<file path="config.mk">
export PLATFORM = sky130hd
export DESIGN_NAME = mpc_ctrl
export DESIGN_NICKNAME = d
export VERILOG_FILES = /design/src/rtl/mpc_pkg.sv /design/src/rtl/mpc_ctrl.sv
export SDC_FILE = /design/constraint.sdc
export NUM_CORES = 1
export LEC_CHECK = 0
export BUFFER_PORTS_ARGS = -buffer_cell sky130_fd_sc_hd__buf_2
export CAP_MARGIN = 25
export CELL_PAD_IN_SITES_DETAIL_PLACEMENT = 1
export CELL_PAD_IN_SITES_GLOBAL_PLACEMENT = 2
export CORE_MARGIN = 5
export CORE_UTILIZATION = 37
export DETAILED_ROUTE_END_ITERATION = 16
export GPL_ROUTABILITY_DRIVEN = 0
export HOLD_SLACK_MARGIN = 0.02
export MAX_ROUTING_LAYER = met4
export PLACE_DENSITY_LB_ADDON = 0.05
export SLEW_MARGIN = 20
export SYNTH_ARGS = -nofsm -noshare
export SYNTH_HDL_FRONTEND = slang
export SYNTH_SLANG_ARGS = --single-unit
</file>
<file path="constraint.sdc">
create_clock -name clk_i -period 4.35 [get_ports clk_i]
set_input_delay 0.6525 -clock clk_i [delete_from_list [all_inputs] [get_ports clk_i]]
set_output_delay 0.6525 -clock clk_i [all_outputs]
set_load 0.01 [all_outputs]
</file>
<file path="src/rtl/mpc_pkg.sv">
// Package for the masked Pearson correlation block.
// Widths, controller/datapath command and status types. No dependencies.
package mpc_pkg;

  localparam int unsigned SampleBits = 16;
  localparam int unsigned MaxPairs   = 32768;
  localparam int unsigned CntBits    = 17;
  localparam int unsigned SumBits    = 32;
  localparam int unsigned SqBits     = 47;
  localparam int unsigned WideBits   = 160;
  localparam int unsigned MagBits    = 15;
  localparam int unsigned MulBits    = 32;

  // Datapath operations, one per sequencer step
  typedef enum logic [3:0] {
    OpNone,
    OpLoadA,
    OpLoadB,
    OpMulStep,
    OpSubX,
    OpSubY,
    OpSubN,
    OpDenom,
    OpNumSq,
    OpTrial,
    OpCompare,
    OpFinish,
    OpClear
  } op_e;

  typedef struct packed {
    op_e              op;
    logic [2:0]       sel;
    logic             accum;
  } dp_cmd_t;

  typedef struct packed {
    logic mul_done;
    logic degen;
  } dp_status_t;

endpackage

</file>
<file path="src/rtl/mpc_ctrl.sv">
// Controller: sequences the datapath after the last pair.
// Depends on mpc_pkg.
module mpc_ctrl (
  input  logic                 clk_i,
  input  logic                 rst_ni,
  input  logic                 go_i,
  input  mpc_pkg::dp_status_t  status_i,
  output mpc_pkg::dp_cmd_t     cmd_o,
  output logic                 busy_o,
  output logic                 done_o
);
  import mpc_pkg::*;

  typedef enum logic [3:0] {
    StIdle, StLoad, StMul, StStore, StDenom, StCheck, StSqLoad, StSqMul, StSqStore,
    StTrLoad, StTrMul, StCmp, StFin, StClr
  } state_e;

  state_e     state_q;
  logic [2:0] sel_q;
  logic [3:0] bits_q;

  // Hold state and registered commands
  always_ff @(posedge clk_i or negedge rst_ni) begin
    if (!rst_ni) begin
      state_q <= StIdle; sel_q <= '0; bits_q <= '0;
      cmd_o <= '{op: OpNone, sel: '0, accum: 1'b0};
      busy_o <= 1'b0; done_o <= 1'b0;
    end else begin
      cmd_o  <= '{op: OpNone, sel: sel_q, accum: 1'b0};
      done_o <= 1'b0;
      case (state_q)
        StIdle: begin
          // Drop busy in the cycle after the result, once the sums are cleared
          busy_o <= go_i;
          if (go_i) begin
            sel_q <= '0; state_q <= StLoad;
          end
        end
        StLoad: begin state_q <= StMul; cmd_o <= '{op: OpLoadA, sel: sel_q, accum: 1'b0}; end
        StMul: begin
          if (status_i.mul_done) state_q <= StStore;
          else cmd_o <= '{op: OpMulStep, sel: sel_q, accum: 1'b0};
        end
        StStore: begin
          case (sel_q[2:1])
            2'd0: cmd_o <= '{op: OpSubX, sel: sel_q, accum: !sel_q[0]};
            2'd1: cmd_o <= '{op: OpSubY, sel: sel_q, accum: !sel_q[0]};
            default: cmd_o <= '{op: OpSubN, sel: sel_q, accum: !sel_q[0]};
          endcase
          if (sel_q == 3'd5) state_q <= StDenom;
          else begin
            sel_q <= sel_q + 1'b1; state_q <= StLoad;
          end
        end
        StDenom: begin cmd_o <= '{op: OpDenom, sel: sel_q, accum: 1'b0}; state_q <= StCheck; end
        StCheck: begin
          if (status_i.degen) state_q <= StFin;
          else begin
            cmd_o <= '{op: OpLoadA, sel: 3'd6, accum: 1'b0}; state_q <= StSqMul; sel_q <= 3'd6;
          end
        end
        StSqMul: begin
          if (status_i.mul_done) begin
            if (sel_q == 3'd6) cmd_o <= '{op: OpNumSq, sel: sel_q, accum: 1'b0};
            else cmd_o <= '{op: OpTrial, sel: sel_q, accum: 1'b0};
            state_q <= StSqLoad;
          end else cmd_o <= '{op: OpMulStep, sel: sel_q, accum: 1'b0};
        end
        StSqLoad: begin
          if (sel_q == 3'd6) begin
            sel_q <= 3'd7; state_q <= StSqMul;
            cmd_o <= '{op: OpLoadA, sel: 3'd7, accum: 1'b0};
          end else begin
            bits_q <= 4'd15; state_q <= StTrMul;
            cmd_o <= '{op: OpLoadB, sel: sel_q, accum: 1'b0};
          end
        end
        StTrMul: begin
          if (status_i.mul_done) begin
            cmd_o <= '{op: OpCompare, sel: sel_q, accum: 1'b0}; state_q <= StCmp;
          end else cmd_o <= '{op: OpMulStep, sel: sel_q, accum: 1'b0};
        end
        StCmp: begin
          bits_q <= bits_q - 1'b1;
          if (bits_q == 4'd1) state_q <= StFin;
          else begin
            cmd_o <= '{op: OpLoadB, sel: sel_q, accum: 1'b0}; state_q <= StTrMul;
          end
        end
        StFin: begin cmd_o <= '{op: OpFinish, sel: sel_q, accum: 1'b0}; state_q <= StClr; end
        StClr: begin
          cmd_o <= '{op: OpClear, sel: sel_q, accum: 1'b0};
          done_o <= 1'b1; state_q <= StIdle;
        end
        default: state_q <= StIdle;
      endcase
    end
  end
endmodule

</file>
==> flow_summary_export.csv <==
group,metric,value,unit
routing,num_vias,1126,
synthesis,synthSimpleGateAreaFrac,0.224,
synthesis,async_reset_ff_frac,1.00,
placed_design,dpl.hpwl,2520,um
timing,finalWorstSetupSlack,2.29,ns
synthesis,ys_seq_area_frac,0.408,
cts,htree_levels,1,
routing,vias_per_cell,5.66,
synthesis,syn_area,1290,um2
cts,cts_buffer_depth,2,
synthesis,synth_compound_area_frac,0.231,
min_path,hp-class,"in2async",
timing,fin_worst_hold_slack,0.287,ns
synthesis,synth_top_family_by_area,"compound AO/OA/AOI/OAI gates",
die,num_rows,21,
die,die-area,4760,um2
placed_design,port_buffers,14,
synthesis,syn_nets,156,
synthesis,synth_ff_type,"dfrtp_1",
cts,cts_tree,"yes",
final_layout,layout-drive-gt1-share,0.176,
synthesis,yosysWarnings,0,
final_layout,final_nets,164,
synthesis,synth_cell_types,51,
setup_path,crit_path_end_kind,"flip-flop",
run,cap_violations,0,
cts,root_buffer,"clkbuf_4",
pwr,p_leak,0.612,nW
synthesis,ys_ff_latch,21,
pwr,peakVddDrop,0.000245,V
placed_design,place_ws,2.33,ns
global_routing,grt_pass1_wl,5650,um
cts,numCtsBuffers,3,
synthesis,avgSynthCellArea,8.83,um2
routing,drt-initial-drc-count,27,
pwr,power_density,758,nW/um2
final_layout,fin_util,0.409,
synthesis,synth_xor_area_frac,0.00680,
cts,ctsHoldBuffers,0,
setup_path,worstSetupPathType,"reg2reg",
routing,ant_nets,0,
final_layout,final_cell_mix,"dfrtp_1 (21), nor2_1 (14), buf_2 (14), nand2_1 (12)",
timing,relSlewSlack,0.514,
cts,clk_pin_slew,0.12,ns
cts,post_cts_resized,0,
die,core,3360,um2
cts,cts.sink_count,21,
timing,post-route-min-period,2.06,ns
timing,final_hold_viol_count,0,
die,fp.dieW,69.0,um
setup_path,cp.required,4.55,ns
routing,finalWirelength,3430,um
timing,fmax,0.487,GHz
outcome,status,"complete, no violations",
synthesis,synth_edf_count,0,
timing,timing.setup.tns,0,ns
die,ioPinCount,15,
cts,clk_latency,0.31,ns
synthesis,synth.area.mux_share,0.00874,
global_routing,grt_max_degree,25,
cts,cts_setup_buffers,0,
synthesis,synth_fa_ha_area_frac,0.0485,
setup_path,crit_arrival,2.26,ns
final_layout,nFillCells,427,
global_routing,antenna_found_initial,0,
timing,finalCritPeriodShare,0.472,
timing,setup_viol,0,
global_routing,first_global_vias,1141,
final_layout,areaGrowthSynthToFinish,6.80,%
setup_path,crit_fanout,24,
timing,slew_viol_final,0,
global_routing,grt.total_usage,0.150,
synthesis,syn_inst,146,
routing,wire_per_inst,17.2,um
setup_path,startpoint_type,"flip-flop",
die,die_h,69.0,um
die,initial_core_util,0.383,
routing,drcViolationCount,0,
timing,rsz0062_at_grt,"no",
pwr,power.total,1.04,mW
routing,dr.pass1.iters,5,
timing,worst_slew_pin_slew,0.729,ns
final_layout,layout_commonest_cell,"dfrtp_1",
timing,finalClockSkew,0.00496,ns
global_routing,overflow,0,
final_layout,antenna_cells,0,
==> cell families (layout without fill, tap and decap cells) <==
family                   count (synthesis)  in the layout
AO/OA/AOI/OAI                           44             44
XOR/XNOR                                 1              1
adder cells (fa/ha/maj)                  5              5
buffers and inverters                   18             25
flip-flops                              21             21
multiplexers                             1              1
AND/OR/NAND/NOR                         56             56
==> routing by layer <==
metal / part of all wire / GRT usage
met1: 0.48 / 0.199
met2: 0.48 / 0.237
met3: 0.038 / 0.0218
met4: 0.0090 / 0.0477
met5: 0 / -
==> critical path, stage by stage, from the launching register on <==
cell      delay [ns]
dfrtp_1         0.79
and2b_2         0.30
a221oi_2        0.08
or4_1           0.53
o22a_1          0.24
==> area by class of cell <==
type | instances | area (um2) | share of cell area
tap | 46 | 57.6 | 0.0418
multi-input combinational | 107 | 669 | 0.486
sequential | 21 | 526 | 0.382
clock inverter | 1 | 5.00 | 0.00364
clock buffer | 3 | 22.5 | 0.0164
timing repair buffer | 14 | 70.1 | 0.0509
inverter | 7 | 26.3 | 0.0191
==> report_power, final <==
part | internal, mW | switching [mW]
sequential | 0.277 | 0.143
combinational | 0.234 | 0.293
clock | 0.0343 | 0.0624
==> registers in the layout, summed over array words and instances, names as in the netlist <==
signal / cells
bits_q: 4
busy_o: 1
cmd_o: 8
done_o: 1
sel_q: 3
state_q: 4
==> metrics by stage <==
stage	cell area, um2	cells
2_1_floorplan	1290	146
3_3_place_gp	1350	195
3_5_place_dp	1350	195
4_1_cts	1380	199
5_1_grt	1380	199
6_report	1380	199
==> cell usage after synthesis, types with 2 or more instances <==
master,n,share of area
dfrtp_1,21,0.41
nor2_1,14,0.041
nand2_1,12,0.035
a21oi_1,11,0.043
o21ai_0,11,0.043
inv_1,7,0.020
buf_2,6,0.023
nor3_1,6,0.023
ha_1,5,0.049
nor2b_1,4,0.019
and3_1,2,0.0097
buf_6,2,0.017
clkbuf_1,2,0.0058
nand3_1,2,0.0078
o22ai_1,2,0.0097
o32ai_1,2,0.014
or2_2,2,0.0097
or3_1,2,0.0097
==> path summary, 6_finish.rpt <==
check / end / slack [ns] / cells after the start / from
worst min register to register: bits_q[3] / 0.50 / 1 / bits_q[3]
worst max register to register: sel_q[1] / 2.29 / 4 / state_q[2]
min in group clk_i: bits_q[3] / 0.50 / 1 / bits_q[3]
worst min-delay path: cmd_o[4] / 0.29 / 1 / rst_ni
worst max-delay path: sel_q[1] / 2.29 / 4 / state_q[2]
max in group asynchronous: sel_q[0] / 3.74 / 1 / rst_ni
Power figures use the tool's default switching activity.
